$ cat config.mk
export PLATFORM = sky130hd
export DESIGN_NAME = fsk_tone_uart_receiver
export DESIGN_NICKNAME = d
export VERILOG_FILES = /design/src/sv/ftu_pkg.sv /design/src/sv/fsk_tone_uart_receiver.sv /design/src/sv/ftu_fifo.sv /design/src/sv/ftu_front.sv /design/src/sv/ftu_back.sv
export SDC_FILE = /design/constraint.sdc
export NUM_CORES = 1
export LEC_CHECK = 0
export BUFFER_PORTS_ARGS = -buffer_cell sky130_fd_sc_hd__buf_4
export CORE_MARGIN = 8
export CORE_UTILIZATION = 30
export DETAILED_ROUTE_END_ITERATION = 16
export GPL_TIMING_DRIVEN = 0
export MAX_ROUTING_LAYER = met4
export PLACE_DENSITY = 0.43
export RECOVER_POWER = 25
export SLEW_MARGIN = 20
export SYNTH_ARGS = -nofsm -noshare
export SYNTH_HDL_FRONTEND = slang
export SYNTH_SLANG_ARGS = --single-unit
$ cat constraint.sdc
create_clock -name clk -period 3.6 [get_ports clk]
set_clock_uncertainty 0.2 [all_clocks]
set_input_delay 0.72 -clock clk [delete_from_list [all_inputs] [get_ports clk]]
set_output_delay 0.72 -clock clk [all_outputs]
set_load 0.02 [all_outputs]
$ cat src/sv/ftu_pkg.sv
// Shared types and constants for the FSK tone UART receiver.
package ftu_pkg;

  localparam int ValW = 16;
  localparam int SymW = 2;
  localparam int CharW = 8;
  localparam int CountW = 4;
  localparam int CfgIdxW = 8;

  localparam logic [SymW-1:0] SYM_ZERO = 2'd0;
  localparam logic [SymW-1:0] SYM_ONE  = 2'd1;
  localparam logic [SymW-1:0] SYM_NONE = 2'd2;

  localparam logic [CfgIdxW-1:0] REG_ONE_MIN  = 8'd0;
  localparam logic [CfgIdxW-1:0] REG_ONE_MAX  = 8'd1;
  localparam logic [CfgIdxW-1:0] REG_ZERO_MIN = 8'd2;
  localparam logic [CfgIdxW-1:0] REG_ZERO_MAX = 8'd3;

  localparam logic [CountW-1:0] FRAME_DATA_BITS = 4'd8;
  localparam logic [CountW-1:0] FRAME_PARITY_POS = 4'd9;
  localparam logic [CountW-1:0] FRAME_STOP_POS = 4'd10;
  localparam logic [1:0] ZERO_LAST_PHASE = 2'd3;

  typedef struct packed {
    logic [ValW-1:0] one_min;
    logic [ValW-1:0] one_max;
    logic [ValW-1:0] zero_min;
    logic [ValW-1:0] zero_max;
  } thresh_t;

  typedef struct packed {
    logic [SymW-1:0]  bit_symbol;
    logic             char_done;
    logic [CharW-1:0] rx_char;
  } result_t;

endpackage

$ cat src/sv/fsk_tone_uart_receiver.sv
// FSK tone UART receiver: classifier front end, symbol queue, framer, result queue.
// Each pushed word is classified into the symbol queue, then framed into the result queue.
// Throughput: one measurement per cycle; full only when the symbol queue backs up.
// The symbol queue (4 words) and result queue (2 words) decouple the two halves.
// Reset (synchronous, rst high) clears both queues, all framer and phase state,
// and sets every tone threshold to 0.
module fsk_tone_uart_receiver #(
  parameter int TICK_WIDTH = 16
) (
  input  logic                        clk,
  input  logic                        rst,
  input  logic                        push,
  output logic                        full,
  input  logic [ftu_pkg::ValW-1:0]    half_period_ticks,
  output logic                        empty,
  input  logic                        pop,
  output logic [ftu_pkg::SymW-1:0]    bit_symbol,
  output logic                        char_done,
  output logic [ftu_pkg::CharW-1:0]   rx_char,
  input  logic                        cfg_valid,
  output logic                        cfg_ready,
  input  logic [ftu_pkg::CfgIdxW-1:0] cfg_index,
  input  logic [ftu_pkg::ValW-1:0]    cfg_data
);
  import ftu_pkg::*;

  localparam int SymDepth = 4;
  localparam int ResDepth = 2;
  localparam int ResW = $bits(result_t);

  thresh_t thresh;
  logic in_take;
  logic [SymW-1:0] front_sym;
  logic [SymW-1:0] q_sym;
  logic q_empty;
  logic res_full;
  logic back_take;
  result_t back_result;
  result_t out_word;

  assign cfg_ready = 1'b1;

  always_ff @(posedge clk) begin
    if (rst) begin
      thresh <= '0;
    end else if (cfg_valid) begin
      case (cfg_index)
        REG_ONE_MIN:  thresh.one_min <= cfg_data;
        REG_ONE_MAX:  thresh.one_max <= cfg_data;
        REG_ZERO_MIN: thresh.zero_min <= cfg_data;
        REG_ZERO_MAX: thresh.zero_max <= cfg_data;
        default: ;
      endcase
    end
  end

  assign in_take = push && !full;

  ftu_front #(.TICK_WIDTH(TICK_WIDTH)) u_front (
    .clk    (clk),
    .rst    (rst),
    .take   (in_take),
    .ticks  (half_period_ticks),
    .thresh (thresh),
    .sym    (front_sym)
  );

  ftu_fifo #(.WIDTH(SymW), .DEPTH(SymDepth)) u_sym_q (
    .clk     (clk),
    .rst     (rst),
    .wr_en   (in_take),
    .wr_data (front_sym),
    .rd_en   (back_take),
    .rd_data (q_sym),
    .full    (full),
    .empty   (q_empty)
  );

  assign back_take = !q_empty && !res_full;

  ftu_back u_back (
    .clk    (clk),
    .rst    (rst),
    .take   (back_take),
    .sym    (q_sym),
    .result (back_result)
  );

  ftu_fifo #(.WIDTH(ResW), .DEPTH(ResDepth)) u_res_q (
    .clk     (clk),
    .rst     (rst),
    .wr_en   (back_take),
    .wr_data (back_result),
    .rd_en   (pop),
    .rd_data (out_word),
    .full    (res_full),
    .empty   (empty)
  );

  assign bit_symbol = out_word.bit_symbol;
  assign char_done = out_word.char_done;
  assign rx_char = out_word.rx_char;

endmodule

$ cat src/sv/ftu_fifo.sv
// Small register FIFO used between the receiver stages.
module ftu_fifo #(
  parameter int WIDTH = 8,
  parameter int DEPTH = 4
) (
  input  logic             clk,
  input  logic             rst,
  input  logic             wr_en,
  input  logic [WIDTH-1:0] wr_data,
  input  logic             rd_en,
  output logic [WIDTH-1:0] rd_data,
  output logic             full,
  output logic             empty
);
  localparam int PtrW = (DEPTH > 1) ? $clog2(DEPTH) : 1;
  localparam int CntW = $clog2(DEPTH + 1);
  localparam logic [CntW-1:0] DepthC = CntW'(DEPTH);
  localparam logic [PtrW-1:0] LastC = PtrW'(DEPTH - 1);

  logic [WIDTH-1:0] mem [DEPTH];
  logic [PtrW-1:0] wr_ptr;
  logic [PtrW-1:0] rd_ptr;
  logic [CntW-1:0] count;
  logic do_wr;
  logic do_rd;

  assign full = (count == DepthC);
  assign empty = (count == '0);
  assign do_wr = wr_en && !full;
  assign do_rd = rd_en && !empty;
  assign rd_data = mem[rd_ptr];

  always_ff @(posedge clk) begin
    if (do_wr) begin
      mem[wr_ptr] <= wr_data;
    end
  end

  always_ff @(posedge clk) begin
    if (rst) begin
      wr_ptr <= '0;
      rd_ptr <= '0;
      count <= '0;
    end else begin
      if (do_wr) begin
        wr_ptr <= (wr_ptr == LastC) ? '0 : wr_ptr + 1'b1;
      end
      if (do_rd) begin
        rd_ptr <= (rd_ptr == LastC) ? '0 : rd_ptr + 1'b1;
      end
      if (do_wr && !do_rd) begin
        count <= count + 1'b1;
      end else if (do_rd && !do_wr) begin
        count <= count - 1'b1;
      end
    end
  end

endmodule

$ cat src/sv/ftu_front.sv
// Front end: tone window classification and half-period phase tracking.
module ftu_front #(
  parameter int TICK_WIDTH = 16
) (
  input  logic                     clk,
  input  logic                     rst,
  input  logic                     take,
  input  logic [ftu_pkg::ValW-1:0] ticks,
  input  ftu_pkg::thresh_t         thresh,
  output logic [ftu_pkg::SymW-1:0] sym
);
  import ftu_pkg::*;

  // compare only the bits a tick counter of this width would hold
  localparam int CmpW = (TICK_WIDTH < ValW) ? TICK_WIDTH : ValW;

  logic one_half_phase;
  logic one_half_phase_next;
  logic [1:0] zero_half_phase;
  logic [1:0] zero_half_phase_next;
  logic [CmpW-1:0] t;
  logic one_hit;
  logic zero_hit;

  assign t = ticks[CmpW-1:0];
  assign one_hit = (thresh.one_min[CmpW-1:0] < t) && (t < thresh.one_max[CmpW-1:0]);
  assign zero_hit = (thresh.zero_min[CmpW-1:0] < t) && (t < thresh.zero_max[CmpW-1:0]);

  always_comb begin
    sym = SYM_NONE;
    one_half_phase_next = one_half_phase;
    zero_half_phase_next = zero_half_phase;
    if (one_hit) begin
      zero_half_phase_next = 2'd0;
      if (!one_half_phase) begin
        sym = SYM_ONE;
        one_half_phase_next = 1'b1;
      end else begin
        one_half_phase_next = 1'b0;
      end
    end else if (zero_hit) begin
      one_half_phase_next = 1'b0;
      if (zero_half_phase == 2'd0) begin
        sym = SYM_ZERO;
        zero_half_phase_next = 2'd1;
      end else if (zero_half_phase < ZERO_LAST_PHASE) begin
        zero_half_phase_next = zero_half_phase + 2'd1;
      end else begin
        zero_half_phase_next = 2'd0;
      end
    end
  end

  always_ff @(posedge clk) begin
    if (rst) begin
      one_half_phase <= 1'b0;
      zero_half_phase <= 2'd0;
    end else if (take) begin
      one_half_phase <= one_half_phase_next;
      zero_half_phase <= zero_half_phase_next;
    end
  end

endmodule

$ cat src/sv/ftu_back.sv
// Back end: UART 8-bit frame assembly from decoded symbols.
module ftu_back (
  input  logic                     clk,
  input  logic                     rst,
  input  logic                     take,
  input  logic [ftu_pkg::SymW-1:0] sym,
  output ftu_pkg::result_t         result
);
  import ftu_pkg::*;

  logic frame_active;
  logic frame_active_next;
  logic [CountW-1:0] frame_bit_count;
  logic [CountW-1:0] frame_bit_count_next;
  logic [CharW-1:0] char_shift;
  logic [CharW-1:0] char_shift_next;
  logic [2:0] bit_idx;

  assign bit_idx = 3'(frame_bit_count - 4'd1);

  always_comb begin
    frame_active_next = frame_active;
    frame_bit_count_next = frame_bit_count;
    char_shift_next = char_shift;
    result.bit_symbol = sym;
    result.char_done = 1'b0;
    result.rx_char = '0;
    if (sym == SYM_ZERO && !frame_active) begin
      frame_active_next = 1'b1;
      frame_bit_count_next = 4'd1;
    end else if (sym != SYM_NONE && frame_active) begin
      if (frame_bit_count >= 4'd1 && frame_bit_count <= FRAME_PARITY_POS) begin
        // data bits land LSB first; the parity slot is just counted
        if (frame_bit_count <= FRAME_DATA_BITS) begin
          char_shift_next[bit_idx] = char_shift[bit_idx] | sym[0];
        end
        frame_bit_count_next = frame_bit_count + 4'd1;
      end else if (frame_bit_count == FRAME_STOP_POS && sym == SYM_ONE) begin
        result.char_done = 1'b1;
        result.rx_char = char_shift;
        frame_bit_count_next = '0;
        frame_active_next = 1'b0;
        char_shift_next = '0;
      end
    end
  end

  always_ff @(posedge clk) begin
    if (rst) begin
      frame_active <= 1'b0;
      frame_bit_count <= '0;
      char_shift <= '0;
    end else if (take) begin
      frame_active <= frame_active_next;
      frame_bit_count <= frame_bit_count_next;
      char_shift <= char_shift_next;
    end
  end

endmodule

Word-level counts from Yosys, hierarchy flattened
Memories as Yosys holds them, arrays and structs flattened. A register that Yosys moved wholly into a read port is not among the register bits.
Index checks and enable logic that the tools add are counted.
- bitwise logic cells: 2
- order comparisons: 10
- $add $sub $neg: 11
- mux-type cells: 47
- equality and inequality tests: 12
- reductions and logical operators: 46
- operators by type and width (kind ; count):
    less-than comparator 16 bit ; 4
    2-to-1 mux 9 bit ; 4
    2-to-1 mux 2 bit ; 14
    2-to-1 mux 8 bit ; 3
    logical AND 1 bit ; 17
    2-to-1 mux 1 bit ; 17
    == test 8 x 2 -> 1 bit (second input constant) ; 2
    2-to-1 mux 4 bit ; 4
    nonzero test 2 bit ; 6
    AND reduction 2 bit ; 5
    zero test 1 bit ; 9
    adder 2 x 1 -> 2 bit (second input constant) ; 4
    bitwise mux 8 bit ; 1
    == test 8 x 1 -> 1 bit (second input constant) ; 1
    less-or-equal comparator 4 bit (second input constant) ; 2
    zero test 8 bit ; 1
    == test 2 bit (second input constant) ; 3
    zero test 2 bit ; 3
    2-to-1 mux 3 bit ; 2
    subtractor 3 x 1 -> 3 bit (second input constant) ; 2
    AND reduction 5 bit ; 1
    adder 4 x 1 -> 4 bit (second input constant) ; 1
    == test 4 bit (second input constant) ; 1
    greater-or-equal comparator 4 x 1 -> 1 bit (second input constant) ; 1
    18 further kinds ; 20
- RAM bits: 30
- memories kept: 2
- logic and storage cells: 145
- flip-flop bits (word level): 91
- memory list (memory ; words ; width ; rd ports ; clocked after Yosys merged registers in ; wr ports ; line ; text):
    u_res_q.mem ; 2 ; 11 ; 1 ; 1 ; 1 ; ftu_fifo.sv:20 ; logic [WIDTH-1:0] mem [DEPTH];
    u_sym_q.mem ; 4 ; 2 ; 1 ; 1 ; 1 ; ftu_fifo.sv:20 ;

Longest topological paths before layout
Gate-level depths: netlist (run 1).
- depth after elaboration: 8
- depth in mapped cells: 10

Cells and area by module
From an unflattened synthesis (run 1), not the netlist that was laid out.
- cell total of the unflattened synthesis: 698
- area total of the unflattened synthesis: 7158.1 µm²
- modules (own cells, without submodules) (module ; seq. area each (µm²) ; area each (µm²) ; instances ; cells each):
    fsk_tone_uart_receiver ; 1281.2 ; 2653.8 ; 1 ; 233
    ftu_front ; 60.1 ; 1670.4 ; 1 ; 217
    ftu_back ; 260.2 ; 1052.3 ; 1 ; 131
    ftu_fifo (u_res_q) ; 760.7 ; 1007.2 ; 1 ; 59
    ftu_fifo (u_sym_q) ; 420.4 ; 774.5 ; 1 ; 58

Least setup slack after synthesis (run 1)
OpenSTA, ideal clock, no wires.
- path kind: input to register
- from: input half_period_ticks[2] (netlist name)
- to: memory u_sym_q.mem[0][1] (netlist name), data pin
- stages on the path: 8
- data required time: 3.127 ns
- setup slack: 0.810 ns
- data arrival time: 2.317 ns
- library setup time: 0.273 ns
- cells stage by stage: ha_1 -> o21a_1 -> o21ai_0 -> a221oi_1 -> a2111oi_0 -> o2111a_1 -> nor2b_1 -> a21oi_1
- longest elaborated chain between the ends: 4
- RTL lines (item ; line ; text):
    start, declared ; fsk_tone_uart_receiver.sv:14 ; input logic [ftu_pkg::ValW-1:0] half_period_ticks,
    less-than comparator 16 bit ; ftu_front.sv:27 ; assign zero_hit = (thresh.zero_min[CmpW-1:0] < t) && (t < thresh.zero_max[CmpW-1:0]);
    logical AND 1 bit ; ftu_front.sv:27 ;
    2-to-1 mux 2 bit ; ftu_front.sv:41 ; end else if (zero_hit) begin
    2-to-1 mux 2 bit (*) ; ftu_front.sv:33 ; if (one_hit) begin
    via front_sym[1] ; fsk_tone_uart_receiver.sv:33 ; logic [SymW-1:0] front_sym;
    end, declared ; ftu_fifo.sv:20 ;
Mark *: on every way through the listed nets, which the timed path passes. The rest lies on a longest branch.

Worst setup path after layout (run 1)
- from: input half_period_ticks[2] (netlist name)
- to: memory u_sym_q.mem[3][1] (netlist name), data pin
The elaborated chain is that of the path after synthesis.

==> metrics.cfg, run 1 <==
[run_status]
status=complete, no violations

[finish]
fin_nets=851
mostFrequentLayoutCell=nor2_1
layout_common_cells=nor2_1, dfxtp_1, ha_1
n_antenna_cell=0
fillers=2183
final_core_util=0.365
area_growth_pct=19.8
drive_gt1_frac=0.169

[worst_setup_path]
worstPathMaxFanout=5
cp.arrival_ns=3.17
regToRegSetupSlack_ns=0.45
reg2reg_from=thresh[34]
crit_required_ns=3.53
r2r-end=u_sym_q.mem[3][1]
crit_path_end_kind=register
rr_worst_depth=9
path_class=input pin to register
worst_setup_path_start_kind=input pin

[timing]
finalSetupViolCount=0
worst_pin_slew_ns=1.04
relSlewSlack=0.305
hold_viol=0
drv_slew=0
finalSetupTns_ns=0
worst_slack_ns=0.367
period_minus_slack_ns=3.23
grt_setup_unrepaired=no
fmax_mhz=309
period_share=0.898

[synthesis]
synth_flop_cell=dfxtp_1
syn_nets=776
avgSynthCellArea_um2=10.1
yosys_warnings=0
syn_inst=656
synth_cell_types=64
ys_ff_latch=124
netlist_area_um2=6600
synth-edff-count=30
ys_seq_area_frac=0.421
synthArstFlopShare=0

[global_routing]
grt_pass1_wl_mm=24.9
grt.total_usage=0.121
antenna_found_initial=0
grt_overflow_total=0
grt_max_degree=17
first_global_vias=5009

[floorplanning]
num_io_pins=59
start_util=0.304
core_area_um2=21700
row_count=54
die_h_um=164
die_area_um2=27000
dieWidth_um=164

[power]
ir_drop_uv=298
p_leak_nw=3.45
power_density_nw_per_um2=565

[clock_network]
ctsResizeCount=0
clkTransAtPathRegs_ns=0.06
numCtsBuffers=17
cts_tree=done
cts_root_buf=clkbuf_16
clock_sinks=124
htreeDepth=4
cts_max_path_buffers=2
hold_buffers=0
post_cts_buffers=0
clock_latency_ns=0.42

[drt]
dr.first_iter.drc_count=151
drcViolationCount=0
via_count=4814
ant_nets=0
viasPerCell=4.70
wl_per_cell_um=14.8
drtPass1Iterations=4
routed_wl_mm=15.2

[placed_design]
place.gp.congestion=0.813
port-buffer-count=56
hpwlAfterDp_mm=11.9
pre_cts_ws_ns=-0.0407

[min_path]
worstHoldStart=u_sym_q.rd_ptr[1]
hp-class=register to register
holdPathStages=2

[job]
max_cap_viol_count=0

worst max path at each step:
| stage | startpoint | to | cells after the start |
|---|---|---|---|
| global route | half_period_ticks[2] | u_sym_q.mem[3][1] | 9 |
| detailed placement | half_period_ticks[2] | u_sym_q.mem[0][1] | 9 |
| CTS | half_period_ticks[2] | u_sym_q.mem[3][1] | 9 |
| floorplan | half_period_ticks[2] | u_sym_q.mem[0][1] | 8 |
| finish | half_period_ticks[2] | u_sym_q.mem[3][1] | 9 |
| global placement | half_period_ticks[2] | u_sym_q.mem[0][1] | 9 |
cells by family (layout without fill, tap and decap cells):
kind of cell,count (synthesis),after routing,share of synthesized area
AND/OR/NAND/NOR,185,185,0.135
buffers and inverters,86,174,0.0531
AO/OA/AOI/OAI,95,95,0.103
multiplexers,82,82,0.134
adder cells (fa/ha/maj),75,75,0.143
flip-flops,124,124,0.421
XOR/XNOR,8,8,0.0106
other,1,1,0.000568
worst max-delay path, cell delays in order:
cell       delay, ns
buf_4           0.12
ha_1            0.29
o21a_1          0.16
o21ai_0         0.16
a221oi_1        0.13
a2111oi_0       0.71
o2111a_1        0.39
nor2b_1         0.34
a21oi_1         0.15
metal layers:
layer,track usage,share of wire,vias up
met5,-,0,-
met4,0.0364,0.011,0
met3,0.0266,0.029,15
met2,0.201,0.48,56
met1,0.145,0.48,2286
li1,-,-,2457
registers in the layout (all words and copies together), names as in the netlist, named ones only:
signal                   count
thresh                      64
u_back.char_shift            8
u_back.frame_active          1
u_back.frame_bit_count       4
u_front.one_half_phase       1
u_front.zero_half_phase      2
u_res_q.count                2
u_res_q.mem                 22
u_res_q.rd_ptr               1
u_res_q.wr_ptr               1
u_sym_q.count                3
u_sym_q.mem                  8
u_sym_q.rd_ptr               2
u_sym_q.wr_ptr               2
stage by stage:
stage	hold slack, ns	instance area [µm²]	instances	power [W]
detailed placement	0.280	7370	992	0.00290
global placement	0.266	7370	992	0.00287
CTS	0.288	7940	1024	0.00455
global route	0.322	7910	1024	0.00474
floorplan	0.254	6600	656	0.00252
finish	0.285	7910	1024	0.00447
power by group:
part / switching, W / internal, W / total, W
sequential: 0.0000777 / 0.00162 / 0.00170
combinational: 0.000671 / 0.000460 / 0.00113
clock: 0.000676 / 0.000960 / 0.00164
synth_stat cells, types with 3 or more instances:
cell,count,area [µm²]
and4_1,4,35.0
nand2b_1,4,25.0
xor2_1,6,52.6
dfxtp_1,94,1880
nor2_1,102,383
a32o_1,3,30.0
nand4_1,6,37.5
mux2i_1,67,671
a221oi_1,3,26.3
mux2_2,11,124
a21oi_1,27,135
nor2b_1,7,43.8
nand3_1,6,30.0
nor3_1,5,25.0
buf_2,9,45.0
o211ai_1,3,22.5
a211oi_1,13,97.6
nand2_1,17,63.8
and2_1,15,93.8
mux4_2,4,90.1
edfxtp_1,30,901
inv_1,60,225
o21ai_0,21,105
o21a_1,3,22.5
clkbuf_1,13,48.8
ha_1,74,926
area by class of cell:
class                   count  area, µm²  area share
multi-input cells         446       3450       0.436
clock inverters            15        139      0.0176
plain buffers              26        123      0.0155
clock buffers              17        425      0.0538
flip-flops and latches    124       2780       0.352
repair buffers             56        413      0.0522
well taps                 280        350      0.0443
inverters                  60        225      0.0285
No activity file was read; power rests on OpenSTA's default activity.
==> run 2: changes to the inputs <==
--- a/config.mk
+++ b/config.mk
@@ -16,4 +16,5 @@
 export SLEW_MARGIN = 20
 export SYNTH_ARGS = -nofsm -noshare
 export SYNTH_HDL_FRONTEND = slang
+export SYNTH_HIERARCHICAL = 1
 export SYNTH_SLANG_ARGS = --single-unit
==> run 2 against run 1 <==
  * Die area rose by 7.6%
  * First-iteration DRC count up 57%
  * Non-clock buffer count is 4 higher
  * Register-to-register slack improved by 0.19 ns
  * Cell area is 9.1% higher
==> metrics.cfg, run 2 <==
[run_status]
status=complete, no violations

[worst_setup_path]
crit_required_ns=3.68
worstPathMaxFanout=10
worst_setup_path_start_kind=register
path_class=register to register
crit_path_end_kind=register
cp.arrival_ns=3.04

[drt]
routed_wl_mm=18.1
ant_nets=0
drtPass1Iterations=5
wl_met2_mm=8.04
wl_per_cell_um=16.4
drt-met1-wl_mm=9.36
dr.first_iter.drc_count=237
viasPerCell=4.70
top_layer_used=met4
route.met3.wl_um=516
via_count=5200
drcViolationCount=0

[power]
ir_drop_uv=270
p_leak_nw=3.63
power_density_nw_per_um2=583

[synthesis]
ys_seq_area_frac=0.389
netlist_area_um2=7160
synth-edff-count=30
yosysTopAreaCellShare=0.263
syn_inst=698
avgSynthCellArea_um2=10.3
synth_most_common_cell=dfxtp_1
synth_area_leaders=dfxtp_1, ha_1, edfxtp_1
synthArstFlopShare=0
ys_ff_latch=124
syn_nets=818
synth_flop_cell=dfxtp_1
yosys_warnings=6
synth_common_cells=dfxtp_1, nand2b_1, ha_1
synth_cell_types=71
synth_area_leader_cell=dfxtp_1

[clock_network]
htreeDepth=4
clkTransAtPathRegs_ns=0.06
clock_latency_ns=0.41
clock_sinks=124
post_cts_buffers=0
cts_root_buf=clkbuf_16
hold_buffers=0
cts_max_path_buffers=2
ctsResizeCount=0
cts_tree=done
numCtsBuffers=17

[placed_design]
place.gp.congestion=0.830
hpwlAfterDp_mm=13.9
port-buffer-count=57

[floorplanning]
die_h_um=170
core_area_um2=23500
dieWidth_um=170
row_count=56
num_io_pins=59
start_util=0.305
die_area_um2=29100

[timing]
grt_setup_unrepaired=no
hold_ws_ns=0.270
finalSetupTns_ns=0
hold_viol=0
period_minus_slack_ns=2.96
relSlewSlack=0.242
worst_pin_slew_ns=1.14
finalSetupViolCount=0
drv_slew=0
period_share=0.822
fmax_mhz=338

[finish]
drive_gt1_frac=0.169
layout_common_cells=dfxtp_1, nand2b_1, ha_1
n_antenna_cell=0
fin_nets=894
area_growth_pct=20.5
largest_reg_flops=64
fillers=2357
top_regs=thresh (64), u_res_q/mem (22)
mostFrequentLayoutCell=dfxtp_1
largest-register=thresh

[global_routing]
first_global_vias=5436
grt_overflow_total=0
grt_pass1_wl_mm=29.3
antenna_found_initial=0
grt.total_usage=0.133
grt_max_degree=25

[job]
max_cap_viol_count=0

[min_path]
hp-class=register to register

run 2: changes by cell type in the layout (fill, tap and decap cells not counted), sizes merged, moves of 4 or more:
cell and delta:
nand2b +86, o311ai +8, nor2 -76, nor3 +6
inv -4, buf +7, o221a -4, or3 +5
o31ai +4, o21ai +12, bufinv +4, a211oi -5
run 2: final cells by class:
class                           instances  area, µm²  share of cell area
Buffer                                 29        205              0.0238
Clock buffer                           18        429              0.0497
Clock inverter                         14        218              0.0252
Inverter                               60        225              0.0261
Multi-Input combinational cell        485       3950               0.457
Sequential cell                       124       2780               0.323
Tap cell                              319        399              0.0463
Timing Repair Buffer                   57        424              0.0492
run 2: path summary, 6_finish.rpt:
kind	slack (ns)	depth (start not counted)	endpoint	startpoint
setup / recovery	0.64	9	u_back/char_shift[1]	u_back/frame_bit_count[0]
setup reg to reg	0.64	9	u_back/char_shift[1]	u_back/frame_bit_count[0]
hold reg to reg	0.27	2	u_front/one_half_phase	u_front/one_half_phase
hold / removal	0.27	2	u_front/one_half_phase	u_front/one_half_phase
run 2: routing by layer:
layer  track usage  up-vias
li1              -     2645
met1         0.179     2450
met2         0.201       89
met3        0.0215       16
met4        0.0465        0
met5             -        -
run 2: cells by family (layout without fill, tap and decap cells):
group / count (synthesis) / count (layout) / share of synthesized area
mux: 83 / 83 / 0.126
xor+xnor: 6 / 6 / 0.00734
compound gates: 118 / 118 / 0.115
flops: 124 / 124 / 0.389
buf+inv: 89 / 178 / 0.0601
other cells: 1 / 1 / 0.000524
simple gates: 202 / 202 / 0.171
fa+ha+maj: 75 / 75 / 0.132
run 2: stage by stage:
stage	setup WS [ns]	util	instances	area, µm²	total power, W
floorplan	0.923	-	698	7160	0.00272
global placement	0.471	0.340	1074	7990	0.00313
detailed placement	0.421	0.340	1074	7990	0.00319
CTS	0.622	0.368	1106	8630	0.00511
global route	0.366	0.368	1106	8630	0.00532
finish	0.640	0.368	1106	8630	0.00503
run 2: where the power goes:
part           internal, W  switching (W)  leakage, nW  total [W]
sequential         0.00162      0.0000916         1.04    0.00172
clock              0.00123       0.000656        0.310    0.00189
combinational     0.000593       0.000835         2.28    0.00143
total              0.00345        0.00158         3.63    0.00503
run 2: worst max-delay path, cell delays in order, from the launching register on:
cell and delay (ns):
dfxtp_1 0.48, buf_2 0.28, inv_1 0.14, ha_1 0.37
clkbuf_1 0.37, nand2b_1 0.25, o21ai_0 0.22, a211oi_1 0.11
o311ai_0 0.28, o21ai_1 0.12
